### config.mk
export PLATFORM = sky130hd
export DESIGN_NAME = key_event_history_ring_core
export DESIGN_NICKNAME = d
export VERILOG_FILES = /design/src/kehr_pkg.sv /design/src/kehr_ram.sv /design/src/kehr_ctrl.sv /design/src/key_event_history_ring_core.sv
export VERILOG_INCLUDE_DIRS = /design/src /design/src/src
export SDC_FILE = /design/constraint.sdc
export NUM_CORES = 2
export LEC_CHECK = 0
export BUFFER_PORTS_ARGS = -buffer_cell sky130_fd_sc_hd__buf_2
export CORE_MARGIN = 2
export CORE_UTILIZATION = 65
export CTS_BUF_LIST = sky130_fd_sc_hd__clkbuf_8
export CTS_CLUSTER_SIZE = 10
export DETAILED_ROUTE_END_ITERATION = 10
export PLACE_DENSITY_LB_ADDON = 0.08
export SYNTH_ARGS = -nofsm -noshare
export SYNTH_HDL_FRONTEND = slang
export SYNTH_SLANG_ARGS = --single-unit
### constraint.sdc
create_clock -name clk_i -period 9.1 [get_ports clk_i]
set_input_delay 1.365 -clock clk_i [delete_from_list [all_inputs] [get_ports clk_i]]
set_output_delay 1.365 -clock clk_i [all_outputs]
set_load 0.01 [all_outputs]
### src/key_event_history_ring_core_defines.svh
// ----------------------------------------------------------------------------
// Key-event history ring: assertion macros
// Shared assertion wrappers; they expand to nothing in synthesis builds.
// ----------------------------------------------------------------------------
`ifndef KEY_EVENT_HISTORY_RING_CORE_DEFINES_SVH
`define KEY_EVENT_HISTORY_RING_CORE_DEFINES_SVH

`ifndef SYNTHESIS
// same-cycle implication
`define KEHR_ASSERT(lbl, clk, rstn, ante, cons) \
  lbl: assert property (@(posedge clk) disable iff (!rstn) (ante) |-> (cons)) \
    else $error("kehr assertion failed");
// next-cycle implication
`define KEHR_ASSERT_NXT(lbl, clk, rstn, ante, cons) \
  lbl: assert property (@(posedge clk) disable iff (!rstn) (ante) |=> (cons)) \
    else $error("kehr assertion failed");
`else
`define KEHR_ASSERT(lbl, clk, rstn, ante, cons)
`define KEHR_ASSERT_NXT(lbl, clk, rstn, ante, cons)
`endif

`endif

### src/kehr_pkg.sv
// ----------------------------------------------------------------------------
// Key-event history ring package
// Sizes, command and entry-kind codes, and the request/response records.
// ----------------------------------------------------------------------------
package kehr_pkg;

  // ring geometry (DEPTH must be a power of two)
  localparam int unsigned DEPTH   = 32;
  localparam int unsigned SLOT_W  = $clog2(DEPTH);
  localparam int unsigned CNT_W   = $clog2(DEPTH + 1);
  // attach search span
  localparam int unsigned SPAN    = 4;
  localparam int unsigned PROBE_W = $clog2(SPAN + 1);

  localparam logic [8:0] POS_NONE = 9'd256;

  typedef enum logic [1:0] {
    CMD_POS   = 2'd0,
    CMD_LAYER = 2'd1,
    CMD_KEY   = 2'd2,
    CMD_READ  = 2'd3
  } cmd_e;

  typedef enum logic [1:0] {
    KIND_PRESS   = 2'd0,
    KIND_RELEASE = 2'd1,
    KIND_LAYER   = 2'd2
  } kind_e;

  // stored metadata; layer entries keep new layer in pos[4:0], on/off in pos[5]
  typedef struct packed {
    logic [7:0] mods;
    logic [8:0] pos;
    logic [4:0] layer;
    kind_e      kind;
  } meta_t;

  typedef struct packed {
    logic [31:0] stamp;
    logic [31:0] code;
    meta_t       meta;
  } entry_t;

  localparam int unsigned ENTRY_W = $bits(entry_t);

  typedef struct packed {
    cmd_e        cmd;
    logic        pressed;
    logic [7:0]  key_position;
    logic [4:0]  current_layer;
    logic [4:0]  changed_layer;
    logic        layer_on;
    logic [31:0] key_code;
    logic [7:0]  modifiers;
    logic [31:0] time_ms;
    logic [7:0]  read_offset;
  } req_t;

  typedef struct packed {
    logic        found;
    logic [1:0]  entry_kind;
    logic [4:0]  entry_layer;
    logic [8:0]  entry_position;
    logic [31:0] entry_keycode;
    logic [7:0]  entry_mods;
    logic [4:0]  entry_new_layer;
    logic        entry_layer_on;
    logic [31:0] entry_time;
    logic [8:0]  entry_count;
  } rsp_t;

endpackage

### src/kehr_ram.sv
// ----------------------------------------------------------------------------
// Generic simple dual-port RAM
// One write port, one read port with registered read data.
// ----------------------------------------------------------------------------
module kehr_ram #(
  parameter int unsigned WIDTH = 8,
  parameter int unsigned DEPTH = 32,
  localparam int unsigned AW   = $clog2(DEPTH)
) (
  input  logic             clk_i,
  input  logic             wr_en_i,
  input  logic [AW-1:0]    wr_addr_i,
  input  logic [WIDTH-1:0] wr_data_i,
  input  logic             rd_en_i,
  input  logic [AW-1:0]    rd_addr_i,
  output logic [WIDTH-1:0] rd_data_o
);

  logic [WIDTH-1:0] mem_q [DEPTH];
  logic [WIDTH-1:0] rd_data_q;

  // write port
  always_ff @(posedge clk_i) begin
    if (wr_en_i) begin
      mem_q[wr_addr_i] <= wr_data_i;
    end
  end

  // registered read, holds until the next read
  always_ff @(posedge clk_i) begin
    if (rd_en_i) begin
      rd_data_q <= mem_q[rd_addr_i];
    end
  end

  assign rd_data_o = rd_data_q;

endmodule

### src/kehr_ctrl.sv
// ----------------------------------------------------------------------------
// Key-event history ring sequencer
// Ring pointers, append, attach search over the newest entries, and reads.
// ----------------------------------------------------------------------------
`include "key_event_history_ring_core_defines.svh"

module kehr_ctrl (
  input  logic                               clk_i,
  input  logic                               rst_ni,
  input  logic                               cfg_we_i,
  input  logic                               cfg_wdata_i,
  input  logic                               req_valid_i,
  output logic                               req_ready_o,
  input  kehr_pkg::req_t                     req_i,
  output logic                               rsp_valid_o,
  input  logic                               rsp_ready_i,
  output kehr_pkg::rsp_t                     rsp_o,
  output logic                               ram_wr_en_o,
  output logic [kehr_pkg::SLOT_W-1:0]        ram_wr_addr_o,
  output kehr_pkg::entry_t                   ram_wr_data_o,
  output logic                               ram_rd_en_o,
  output logic [kehr_pkg::SLOT_W-1:0]        ram_rd_addr_o,
  input  kehr_pkg::entry_t                   ram_rd_data_i
);
  import kehr_pkg::*;

  typedef enum logic [2:0] {
    ST_IDLE = 3'b001,
    ST_READ = 3'b010,
    ST_SRCH = 3'b100
  } state_e;

  state_e              state_q, state_d;
  logic                recording_q;
  logic [SLOT_W-1:0]   wslot_q, wslot_d;
  logic [CNT_W-1:0]    count_q, count_d;
  logic [PROBE_W-1:0]  probe_q, probe_d;
  logic [SLOT_W-1:0]   pslot_q, pslot_d;
  logic                found_q, found_d;
  logic [4:0]          layer_q;
  logic [31:0]         code_q;
  logic [7:0]          mods_q;
  logic [31:0]         time_q;

  logic                accept;
  logic                push;
  logic [PROBE_W-1:0]  probe_nxt;
  entry_t              hit;

  // standalone press, no key position
  function automatic entry_t make_solo(input logic [4:0] lay, input logic [7:0] md,
                                       input logic [31:0] cd, input logic [31:0] ts);
    entry_t e;
    e.meta.kind  = KIND_PRESS;
    e.meta.layer = lay;
    e.meta.pos   = POS_NONE;
    e.meta.mods  = md;
    e.code       = cd;
    e.stamp      = ts;
    return e;
  endfunction

  assign req_ready_o = (state_q == ST_IDLE);
  assign accept      = req_valid_i && req_ready_o;
  assign probe_nxt   = probe_q + 1'b1;
  assign rsp_valid_o = (state_q == ST_READ);

  // sequencer
  always_comb begin
    state_d       = state_q;
    probe_d       = probe_q;
    pslot_d       = pslot_q;
    found_d       = found_q;
    push          = 1'b0;
    ram_wr_en_o   = 1'b0;
    ram_wr_addr_o = wslot_q;
    ram_wr_data_o = '0;
    ram_rd_en_o   = 1'b0;
    ram_rd_addr_o = wslot_q - 1'b1;
    hit           = ram_rd_data_i;

    case (state_q)
      ST_IDLE: begin
        if (accept) begin
          case (req_i.cmd)
            CMD_READ: begin
              found_d       = {1'b0, req_i.read_offset} < 9'(count_q);
              ram_rd_en_o   = 1'b1;
              ram_rd_addr_o = wslot_q - 1'b1 - req_i.read_offset[SLOT_W-1:0];
              state_d       = ST_READ;
            end
            CMD_POS: begin
              if (recording_q) begin
                ram_wr_en_o              = 1'b1;
                ram_wr_data_o.meta.kind  = req_i.pressed ? KIND_PRESS : KIND_RELEASE;
                ram_wr_data_o.meta.layer = req_i.current_layer;
                ram_wr_data_o.meta.pos   = {1'b0, req_i.key_position};
                ram_wr_data_o.stamp      = req_i.time_ms;
                push                     = 1'b1;
              end
            end
            CMD_LAYER: begin
              if (recording_q) begin
                ram_wr_en_o              = 1'b1;
                ram_wr_data_o.meta.kind  = KIND_LAYER;
                ram_wr_data_o.meta.layer = req_i.current_layer;
                ram_wr_data_o.meta.pos   = {3'b000, req_i.layer_on, req_i.changed_layer};
                ram_wr_data_o.stamp      = req_i.time_ms;
                push                     = 1'b1;
              end
            end
            CMD_KEY: begin
              if (recording_q && req_i.pressed) begin
                if (count_q == '0) begin
                  // empty ring: nothing to attach to
                  ram_wr_en_o   = 1'b1;
                  ram_wr_data_o = make_solo(req_i.current_layer, req_i.modifiers,
                                            req_i.key_code, req_i.time_ms);
                  push          = 1'b1;
                end else begin
                  ram_rd_en_o   = 1'b1;
                  ram_rd_addr_o = wslot_q - 1'b1;
                  pslot_d       = wslot_q - 1'b1;
                  probe_d       = '0;
                  state_d       = ST_SRCH;
                end
              end
            end
            default: begin
            end
          endcase
        end
      end

      ST_SRCH: begin
        if (ram_rd_data_i.meta.kind == KIND_PRESS && ram_rd_data_i.code == '0) begin
          // attach keycode and mods to the unresolved press
          hit.code      = code_q;
          hit.meta.mods = mods_q;
          ram_wr_en_o   = 1'b1;
          ram_wr_addr_o = pslot_q;
          ram_wr_data_o = hit;
          state_d       = ST_IDLE;
        end else if (probe_nxt < PROBE_W'(SPAN) && CNT_W'(probe_nxt) < count_q) begin
          ram_rd_en_o   = 1'b1;
          ram_rd_addr_o = wslot_q - 1'b1 - SLOT_W'(probe_nxt);
          pslot_d       = wslot_q - 1'b1 - SLOT_W'(probe_nxt);
          probe_d       = probe_nxt;
        end else begin
          ram_wr_en_o   = 1'b1;
          ram_wr_data_o = make_solo(layer_q, mods_q, code_q, time_q);
          push          = 1'b1;
          state_d       = ST_IDLE;
        end
      end

      ST_READ: begin
        if (rsp_ready_i) begin
          state_d = ST_IDLE;
        end
      end

      default: begin
        state_d = ST_IDLE;
      end
    endcase
  end

  // ring pointer and fill count
  always_comb begin
    wslot_d = wslot_q;
    count_d = count_q;
    if (push) begin
      wslot_d = wslot_q + 1'b1;
      if (count_q != CNT_W'(DEPTH)) begin
        count_d = count_q + 1'b1;
      end
    end
  end

  // response fields from the entry just read
  always_comb begin
    rsp_o             = '0;
    rsp_o.entry_count = 9'(count_q);
    if (found_q) begin
      rsp_o.found       = 1'b1;
      rsp_o.entry_kind  = ram_rd_data_i.meta.kind;
      rsp_o.entry_layer = ram_rd_data_i.meta.layer;
      rsp_o.entry_time  = ram_rd_data_i.stamp;
      if (ram_rd_data_i.meta.kind == KIND_LAYER) begin
        rsp_o.entry_new_layer = ram_rd_data_i.meta.pos[4:0];
        rsp_o.entry_layer_on  = ram_rd_data_i.meta.pos[5];
      end else begin
        rsp_o.entry_position = ram_rd_data_i.meta.pos;
        rsp_o.entry_keycode  = ram_rd_data_i.code;
        rsp_o.entry_mods     = ram_rd_data_i.meta.mods;
      end
    end
  end

  // control state
  always_ff @(posedge clk_i or negedge rst_ni) begin
    if (!rst_ni) begin
      state_q     <= ST_IDLE;
      recording_q <= 1'b1;
      wslot_q     <= '0;
      count_q     <= '0;
      probe_q     <= '0;
      found_q     <= 1'b0;
    end else begin
      state_q <= state_d;
      wslot_q <= wslot_d;
      count_q <= count_d;
      probe_q <= probe_d;
      found_q <= found_d;
      if (cfg_we_i) begin
        recording_q <= cfg_wdata_i;
      end
    end
  end

  // event payload kept for the search
  always_ff @(posedge clk_i) begin
    pslot_q <= pslot_d;
    if (accept) begin
      layer_q <= req_i.current_layer;
      code_q  <= req_i.key_code;
      mods_q  <= req_i.modifiers;
      time_q  <= req_i.time_ms;
    end
  end

  // checks
  `KEHR_ASSERT(a_count_max, clk_i, rst_ni, 1'b1, count_q <= CNT_W'(DEPTH))
  `KEHR_ASSERT(a_probe_range, clk_i, rst_ni, state_q == ST_SRCH, (probe_q < PROBE_W'(SPAN)) && (CNT_W'(probe_q) < count_q))
  `KEHR_ASSERT(a_no_wr_on_read, clk_i, rst_ni, state_q == ST_READ, !ram_wr_en_o && !push)
  `KEHR_ASSERT_NXT(a_push_grows, clk_i, rst_ni, push && (count_q != CNT_W'(DEPTH)), count_q == $past(count_q) + 1'b1)

endmodule

### src/key_event_history_ring_core.sv
// A read result reaches m_axis via the RAM read register and the output register.
// Requests are taken only while the sequencer is idle. Position, layer and ignored
// events end on acceptance; a read waits for the output register to take its result;
// a keycode press is stored at once on an empty ring, else the ring RAM is probed one
// entry at a time over the newest 4 entries. Reset clears the ring pointer and entry
// count and sets recording on; the entry RAM is not cleared. Ready out of reset.
// ----------------------------------------------------------------------------
// Key-event history ring core
// Stream wrapper: request unpacking, entry RAM, sequencer and output register.
// ----------------------------------------------------------------------------
module key_event_history_ring_core (
  input  logic          clk_i,
  input  logic          rst_ni,
  input  logic          cfg_we_i,
  input  logic          cfg_wdata_i,
  input  logic          s_axis_tvalid_i,
  output logic          s_axis_tready_o,
  // pressed[0], key_position[8:1], current_layer[13:9], changed_layer[18:14],
  // layer_on[19], key_code[51:20], modifiers[59:52], time_ms[91:60],
  // read_offset[99:92], zero fill [103:100]
  input  logic [103:0]  s_axis_tdata_i,
  // cmd[1:0]
  input  logic [1:0]    s_axis_tuser_i,
  output logic          m_axis_tvalid_o,
  input  logic          m_axis_tready_i,
  // entry_layer[4:0], entry_position[13:5], entry_keycode[45:14],
  // entry_mods[53:46], entry_new_layer[58:54], entry_layer_on[59],
  // entry_time[91:60], entry_count[100:92], zero fill [103:101]
  output logic [103:0]  m_axis_tdata_o,
  // found[0], entry_kind[2:1]
  output logic [2:0]    m_axis_tuser_o
);
  import kehr_pkg::*;

  req_t              req;
  rsp_t              rsp;
  logic              rsp_valid;
  logic              rsp_ready;
  logic              wr_en;
  logic [SLOT_W-1:0] wr_addr;
  entry_t            wr_data;
  logic              rd_en;
  logic [SLOT_W-1:0] rd_addr;
  entry_t            rd_data;
  logic              m_valid_q;
  rsp_t              m_data_q;

  // request unpacking
  assign req.cmd           = cmd_e'(s_axis_tuser_i);
  assign req.pressed       = s_axis_tdata_i[0];
  assign req.key_position  = s_axis_tdata_i[8:1];
  assign req.current_layer = s_axis_tdata_i[13:9];
  assign req.changed_layer = s_axis_tdata_i[18:14];
  assign req.layer_on      = s_axis_tdata_i[19];
  assign req.key_code      = s_axis_tdata_i[51:20];
  assign req.modifiers     = s_axis_tdata_i[59:52];
  assign req.time_ms       = s_axis_tdata_i[91:60];
  assign req.read_offset   = s_axis_tdata_i[99:92];

  kehr_ctrl u_ctrl (
    .clk_i         (clk_i),
    .rst_ni        (rst_ni),
    .cfg_we_i      (cfg_we_i),
    .cfg_wdata_i   (cfg_wdata_i),
    .req_valid_i   (s_axis_tvalid_i),
    .req_ready_o   (s_axis_tready_o),
    .req_i         (req),
    .rsp_valid_o   (rsp_valid),
    .rsp_ready_i   (rsp_ready),
    .rsp_o         (rsp),
    .ram_wr_en_o   (wr_en),
    .ram_wr_addr_o (wr_addr),
    .ram_wr_data_o (wr_data),
    .ram_rd_en_o   (rd_en),
    .ram_rd_addr_o (rd_addr),
    .ram_rd_data_i (rd_data)
  );

  kehr_ram #(
    .WIDTH (ENTRY_W),
    .DEPTH (DEPTH)
  ) u_ram (
    .clk_i     (clk_i),
    .wr_en_i   (wr_en),
    .wr_addr_i (wr_addr),
    .wr_data_i (wr_data),
    .rd_en_i   (rd_en),
    .rd_addr_i (rd_addr),
    .rd_data_o (rd_data)
  );

  // output register
  assign rsp_ready = !m_valid_q || m_axis_tready_i;

  always_ff @(posedge clk_i or negedge rst_ni) begin
    if (!rst_ni) begin
      m_valid_q <= 1'b0;
    end else if (rsp_ready) begin
      m_valid_q <= rsp_valid;
    end
  end

  always_ff @(posedge clk_i) begin
    if (rsp_ready && rsp_valid) begin
      m_data_q <= rsp;
    end
  end

  // result packing
  assign m_axis_tvalid_o = m_valid_q;
  assign m_axis_tuser_o  = {m_data_q.entry_kind, m_data_q.found};
  assign m_axis_tdata_o  = {3'b000,
                            m_data_q.entry_count,
                            m_data_q.entry_time,
                            m_data_q.entry_layer_on,
                            m_data_q.entry_new_layer,
                            m_data_q.entry_mods,
                            m_data_q.entry_keycode,
                            m_data_q.entry_position,
                            m_data_q.entry_layer};

endmodule

== Yosys cells after proc, flatten, opt, wreduce, memory -nomap -nowiden ==
Memory sizes are Yosys's and may differ from the RTL's. A register that Yosys moved wholly into a read port is not among the register bits.
Index checks and enable logic that the tools add are counted.

* Register bits after elaboration: 203
* RAM bits: 2816
* Logic and storage cells: 135
* Memories kept: 1
* Input port bits: 112

* Muxes and demuxes: 64
* $add $sub $neg: 6
* Order comparisons: 3
* Equality and inequality tests: 19
* Reduce and logical (&&, ||, !) cells: 19
* Bitwise logic cells: 1

{| class="wikitable"
|+ Memories
! memory !! words !! bits a word !! read ports !! clocked after Yosys merged registers in !! write ports !! line !! source
|-
| u_ram.mem_q || 32 || 88 || 1 || 1 || 1 || kehr_ram.sv:19 || <nowiki>logic [WIDTH-1:0] mem_q [DEPTH];</nowiki>
|}

{| class="wikitable"
|+ Operators with widths
! cell !! count
|-
| $mux W88 || 5
|-
| $pmux W88 S2 || 1
|-
| $mux W95 || 1
|-
| $pmux W32 S2 || 1
|-
| $mux W5 || 12
|-
| $mux W49 || 1
|-
| $pmux W16 S3 || 1
|-
| $mux W40 || 1
|-
| $mux W3 || 12
|-
| $logic_not A32 Y1 || 1
|-
| $mux W32 || 1
|-
| $pmux W5 S2 || 2
|-
| $mux W1 || 15
|-
| $mux W15 || 1
|-
| $mux W13 || 1
|-
| $pmux W3 S2 || 2
|-
| $ne A2 B2 Y1 const B || 5
|-
| $pmux W1 S2 || 5
|-
| $ne A3 B3 Y1 const B || 3
|-
| $pmux W3 S3 || 1
|-
| $lt A8 B6 Y1 || 1
|-
| $reduce_and A7 Y1 || 1
|-
| $add A6 B1 Y6 const B || 1
|-
| $eq A2 B2 Y1 const B || 3
|-
| 26 further kinds || 34
|}

== Depth between registers and ports, before layout ==
* Word-level depth: 8
* Mapped depth: 18

== Hierarchy ==
From an unflattened synthesis, not the netlist that was laid out.

* Cell total of the unflattened synthesis: 5822
* Area total of the unflattened synthesis: 118909.0 um^2

{| class="wikitable"
|+ By module, submodules not included
! module !! seq. area each (um^2) !! area an instance (um^2) !! cells each !! instances
|-
| kehr_ram || 87203.6 || 109687.7 || 5145 || 1
|-
| kehr_ctrl || 2940.3 || 6018.3 || 565 || 1
|-
| key_event_history_ring_core || 3148.0 || 3203.1 || 112 || 1
|}

== Least setup slack after synthesis ==
Ideal clock, no wire load.

* Kind: input port to flip-flop
* Start point: input s_axis_tvalid_i
* End point: memory u_ram.mem_q[1][0] in the netlist's numbering (enable)
* Library setup time: 0.535 ns
* Buffers on the path: 1
* Path slack: 0.560 ns
* Data arrival time: 8.005 ns
* Cell stages on the path: 8
* Cell sequence: nand4bb_1 -> inv_1 -> nand2_1 -> a21oi_1 -> nor2_1 -> or3b_2 -> clkbuf_1 -> nor2_1

* Cells in the longest elaborated chain, start to end: 5

{| class="wikitable"
|+ RTL lines
! what !! line !! source
|-
| start: declaration || key_event_history_ring_core.sv:16 || <nowiki>input logic s_axis_tvalid_i,</nowiki>
|-
| $logic_and A1 B1 Y1 || kehr_ctrl.sv:64 || <nowiki>assign accept = req_valid_i && req_ready_o;</nowiki>
|-
| named net u_ctrl.accept || kehr_ctrl.sv:45 || <nowiki>logic accept;</nowiki>
|-
| $mux W1 || kehr_ctrl.sv:84 || <nowiki>if (accept) begin</nowiki>
|-
| $pmux W1 S2 || kehr_ctrl.sv:82 || <nowiki>case (state_q)</nowiki>
|-
| $mux W1 || kehr_ram.sv:24 || <nowiki>if (wr_en_i) begin</nowiki>
|-
| $mux W1 (not written as such) || kehr_ram.sv:25 || <nowiki>mem_q[wr_addr_i] <= wr_data_i;</nowiki>
|-
| end: declaration || kehr_ram.sv:19 ||
|}

The timed path passes the listed nets, and every way through them passes these cells.

== Final worst setup path ==
* Start point: register u_ram.rd_data_q[27], in the netlist u_ram.rd_data_o[27] (read register of u_ram.mem_q)
* End point: memory u_ram.mem_q[29][19] in the netlist's numbering (enable)

* Cells in the longest elaborated chain, start to end: 6
* Elaborated cells on any way between the ends: 8
* Classes of those cells: mux: 6; reduce/logical: 2

{| class="wikitable"
|+ RTL lines
! what !! line !! source
|-
| start: declaration || kehr_ram.sv:20 || <nowiki>logic [WIDTH-1:0] rd_data_q;</nowiki>
|-
| $logic_not A32 Y1 * || kehr_ctrl.sv:136 || <nowiki>if (ram_rd_data_i.meta.kind == KIND_PRESS && ram_rd_data_i.code == '0) begin</nowiki>
|-
| $logic_and A1 B1 Y1 * || kehr_ctrl.sv:136 ||
|-
| $mux W1 || kehr_ctrl.sv:136 ||
|-
| $pmux W1 S2 || kehr_ctrl.sv:82 ||
|-
| $mux W1 || kehr_ram.sv:24 ||
|-
| $mux W1 (not written as such) || kehr_ram.sv:25 ||
|}

Every way passes the cells marked *; elsewhere a longest branch is shown, timed or not.

==> impl_metrics.env <==
export IMPL_synth_compound_area_share_pct=2.893
export IMPL_power_frac_clock_pct=25.0
export IMPL_drtIter0Drc=9657
export IMPL_synth_main_ff_cell="edfxtp_1"
export IMPL_cp_num_cells=10
export IMPL_synthCells=6638
export IMPL_ir_drop_uv=719.0
export IMPL_syn_area_um2=120100
export IMPL_r2r_cells=10
export IMPL_finalMaxSlewViolations=0
export IMPL_core_um2=183300
export IMPL_htreeDepth=5
export IMPL_p_comb_share_pct=35.9
export IMPL_reg2reg_setup_slack_ns=2.23
export IMPL_place_ws_ns=2.526
export IMPL_synth_seq_cells=3107
export IMPL_cp_end_kind="flip-flop"
export IMPL_ys_warn_count=0
export IMPL_critPathTopFamily="simple AND/OR/NAND/NOR gates"
export IMPL_dp_cells=9016
export IMPL_pin_count=221
export IMPL_yosys_area_share_simple_pct=8.032
export IMPL_first_pass_iters=9
export IMPL_path_clk_slew_ns=0.06
export IMPL_critPathBufInv=2
export IMPL_gp_congestion=0.7778
export IMPL_fillers=11020
export IMPL_reg2reg_to="u_ram.mem_q[29][19]$_DFFE_PP_"
export IMPL_maxSlewHeadroom_pct=8.429
export IMPL_cts_root_buf="clkbuf_8"
export IMPL_num_rows=157
export IMPL_synth_xor_area_share_pct=0.1385
export IMPL_fin_skew_ns=0.05647
export IMPL_hold_viol_final=0
export IMPL_routed_wl_mm=315.2
export IMPL_ys_top_cells_by_area="edfxtp_1 77%, mux4_2 8.2%, nand2_1 3.1%, nand4_1 2.3%, o2111ai_1 1.2%"
export IMPL_avgViaCountPerCell=6.838
export IMPL_p_int_mw=26.55
export IMPL_muxShareOfSynthArea_pct=9.101
export IMPL_grt_pass1_wl_mm=450.8
export IMPL_final_layout_size_suffix_gt1_share_pct=19.44
export IMPL_critPathMaxFanout=42
export IMPL_post_layout_nonfiller_instances=9861
export IMPL_power_leakage_nw=42.03
export IMPL_vias=67430
export IMPL_dp_final_hpwl_mm=153.5
export IMPL_start_util_pct=65.55
export IMPL_post_cts_setup_buffers=0
export IMPL_clock_path_buffers=4
export IMPL_cts_made_buffers=484
export IMPL_clock_sinks=3107
export IMPL_ys_types=63
export IMPL_rsz0062_at_grt="no"
export IMPL_ys_seq_area_share_pct=77.58
export IMPL_fin_crit_ns=6.869
export IMPL_cp_required_ns=9.83
export IMPL_grt_max_degree=169
export IMPL_crit_end="u_ram.mem_q[29][19]$_DFFE_PP_"
export IMPL_cts_resized=0
export IMPL_area_delta_synth_final_pct=10.67
export IMPL_fmax_ghz=0.1456
export IMPL_die_h_um=433.9
export IMPL_fin_crit_sh_pct=75.48
export IMPL_synth_top_cells_by_count="3087 x edfxtp_1, 1006 x nand2_1, 436 x nand4_1, 435 x mux4_2, 275 x nand3_1"
export IMPL_hp_class="in -> async"
export IMPL_track_usage_pct=33.66
export IMPL_drv_cap=0
export IMPL_port_buffers=210
export IMPL_crit_chain="nor4_1 > nand4_1 > nor3_1 > nor2_1 > nor2_4 > buf_4 > nor2_1 > or3b_2 > nor2_4 > buf_4"
export IMPL_synth_top_family_by_area="multiplexers"
export IMPL_critPathKind="reg -> reg"
export IMPL_cp_arrival_ns=7.60
export IMPL_synth_top_area_share_pct=77.16
export IMPL_die_x_um=433.9
export IMPL_clk_latency_ns=1.12
export IMPL_cts_hold_buf=0
export IMPL_hold_ws_ns=0.2195
export IMPL_fin_setup_tns_ns=0
export IMPL_critPathLaunch="u_ram.rd_data_o[27]$_DFFE_PP_"
export IMPL_synth_edf_count=3087
export IMPL_power_switching_mw=15.43
export IMPL_synth_area_per_cell_um2=18.10
export IMPL_setup_slack_ns=2.231
export IMPL_drtAntennaViolNets=0
export IMPL_rr_startpoint="u_ram.rd_data_o[27]$_DFFE_PP_"
export IMPL_antenna_found_initial=8
export IMPL_max_stage_delay_ns=1.11
export IMPL_finalNetCount=7170
export IMPL_pwr_share_seq_pct=39.1
export IMPL_startpoint_type="flip-flop"
export IMPL_yosys_area_share_adder_pct=0.2208
export IMPL_setup_violations=0
export IMPL_max_slew_worst_pin_slew_ns=1.370
export IMPL_drc=0
export IMPL_power_total_mw=41.98
export IMPL_wire_per_inst_um=31.96
export IMPL_cts_tree="built"
export IMPL_grt_pass1_vias=66070
export IMPL_synthArstFlopShare_pct=0.6437
export IMPL_synth_most_common_cell="edfxtp_1"
export IMPL_yosysTopAreaCell="edfxtp_1"
export IMPL_status="completed"
export IMPL_switching_share_pct=36.75
export IMPL_crit_path_top_delay_cell="nor2_4"
export IMPL_dieArea_um2=188300
export IMPL_powerDensity_nw_per_um2=315.7
export IMPL_grt_overflow_total=0
## worst min path at each step
stage,endpoint,depth (start not counted)
after global routing,u_ctrl.count_q[5]$_DFFE_PN0P_,1
final,u_ctrl.count_q[5]$_DFFE_PN0P_,1
after CTS,u_ctrl.count_q[5]$_DFFE_PN0P_,1
after global placement,m_axis_tdata_o[93]$_DFFE_PP_,0
after floorplan,m_axis_tdata_o[93]$_DFFE_PP_,0
after detailed placement,m_axis_tdata_o[93]$_DFFE_PP_,0
## sequential cells by signal, indices dropped and copies added, names as in the netlist
register,flops
u_ctrl.layer_q,5
u_ctrl.code_q,32
m_axis_tvalid_o,1
u_ctrl.count_q,6
u_ctrl.probe_q,3
m_axis_tdata_o,98
u_ctrl.state_q,3
u_ctrl.recording_q,1
u_ctrl.pslot_q,5
m_axis_tuser_o,3
u_ctrl.found_q,1
u_ctrl.wslot_q,5
u_ctrl.mods_q,8
u_ram.mem_q,2816
u_ctrl.time_q,32
u_ram.rd_data_o,88
## kinds of logic (layout without fill, tap and decap cells)
kind of cell | count (synthesis) | count (layout)
other | 1 | 15
xor gates and xnor gates | 19 | 19
DFF | 3107 | 3107
and+or+nand+nor | 2024 | 2024
muxes | 548 | 548
AOI/OAI and AO/OA | 404 | 404
buffers and inverters | 515 | 1260
adders and majority gates | 20 | 20
## worst reg2reg max path: stages, from the launching register on
cell and delay [ns]:
edfxtp_1 0.40, nor4_1 0.89, nand4_1 0.61, nor3_1 0.87, nor2_1 0.26, nor2_4 0.13
buf_4 0.70, nor2_1 0.18, or3b_2 0.71, nor2_4 1.11, buf_4 0.57
## power by group through the flow
stage	clock network [mW]	registers, mW	logic [mW]
after floorplan	0	16.6	10.2
after global routing	11.2	16.4	15.9
after global placement	0	16.7	14.8
after CTS	10.6	16.4	15.0
after detailed placement	0	16.7	14.9
final	10.5	16.4	15.1
## metal layers
metal  share of wire (%)  wire [µm]  up-vias  global-route usage (%)
li1                    -          -    27610                       -
met1                  37     117500    34580                   47.77
met2                  48     151400     4499                   52.91
met3                  11      33490      737                   5.878
met4                 4.0      12730        4                   13.74
met5              0.0098         31        -                       0
## area by class of cell
type | instances | area [µm²] | share of cell area (%)
sequential | 3107 | 93200 | 70.10
multi-input combinational | 3021 | 24930 | 18.75
clock buffer | 495 | 6813 | 5.124
tap | 2464 | 3083 | 2.319
timing repair buffer | 362 | 3018 | 2.270
clock inverter | 341 | 1648 | 1.239
inverter | 62 | 235.2 | 0.1769
antenna | 9 | 22.52 | 0.01694
## placed cells by master (no fill, tap or decap), drive strengths merged, types with 169 or more instances in the layout
cell     instances
buf            362
nand3          275
mux4           435
nand4          436
edfxtp        3087
inv            207
clkbuf         495
o2111ai        169
clkinv         181
nand2         1006
## metrics by stage
step,utilization [%],area (µm²)
4_1_cts,72.53,132900
3_5_place_dp,67.91,124500
5_1_grt,72.53,132900
6_report,72.54,132900
3_3_place_gp,67.91,124500
2_1_floorplan,-,120200
Power figures use the tool's default switching activity.
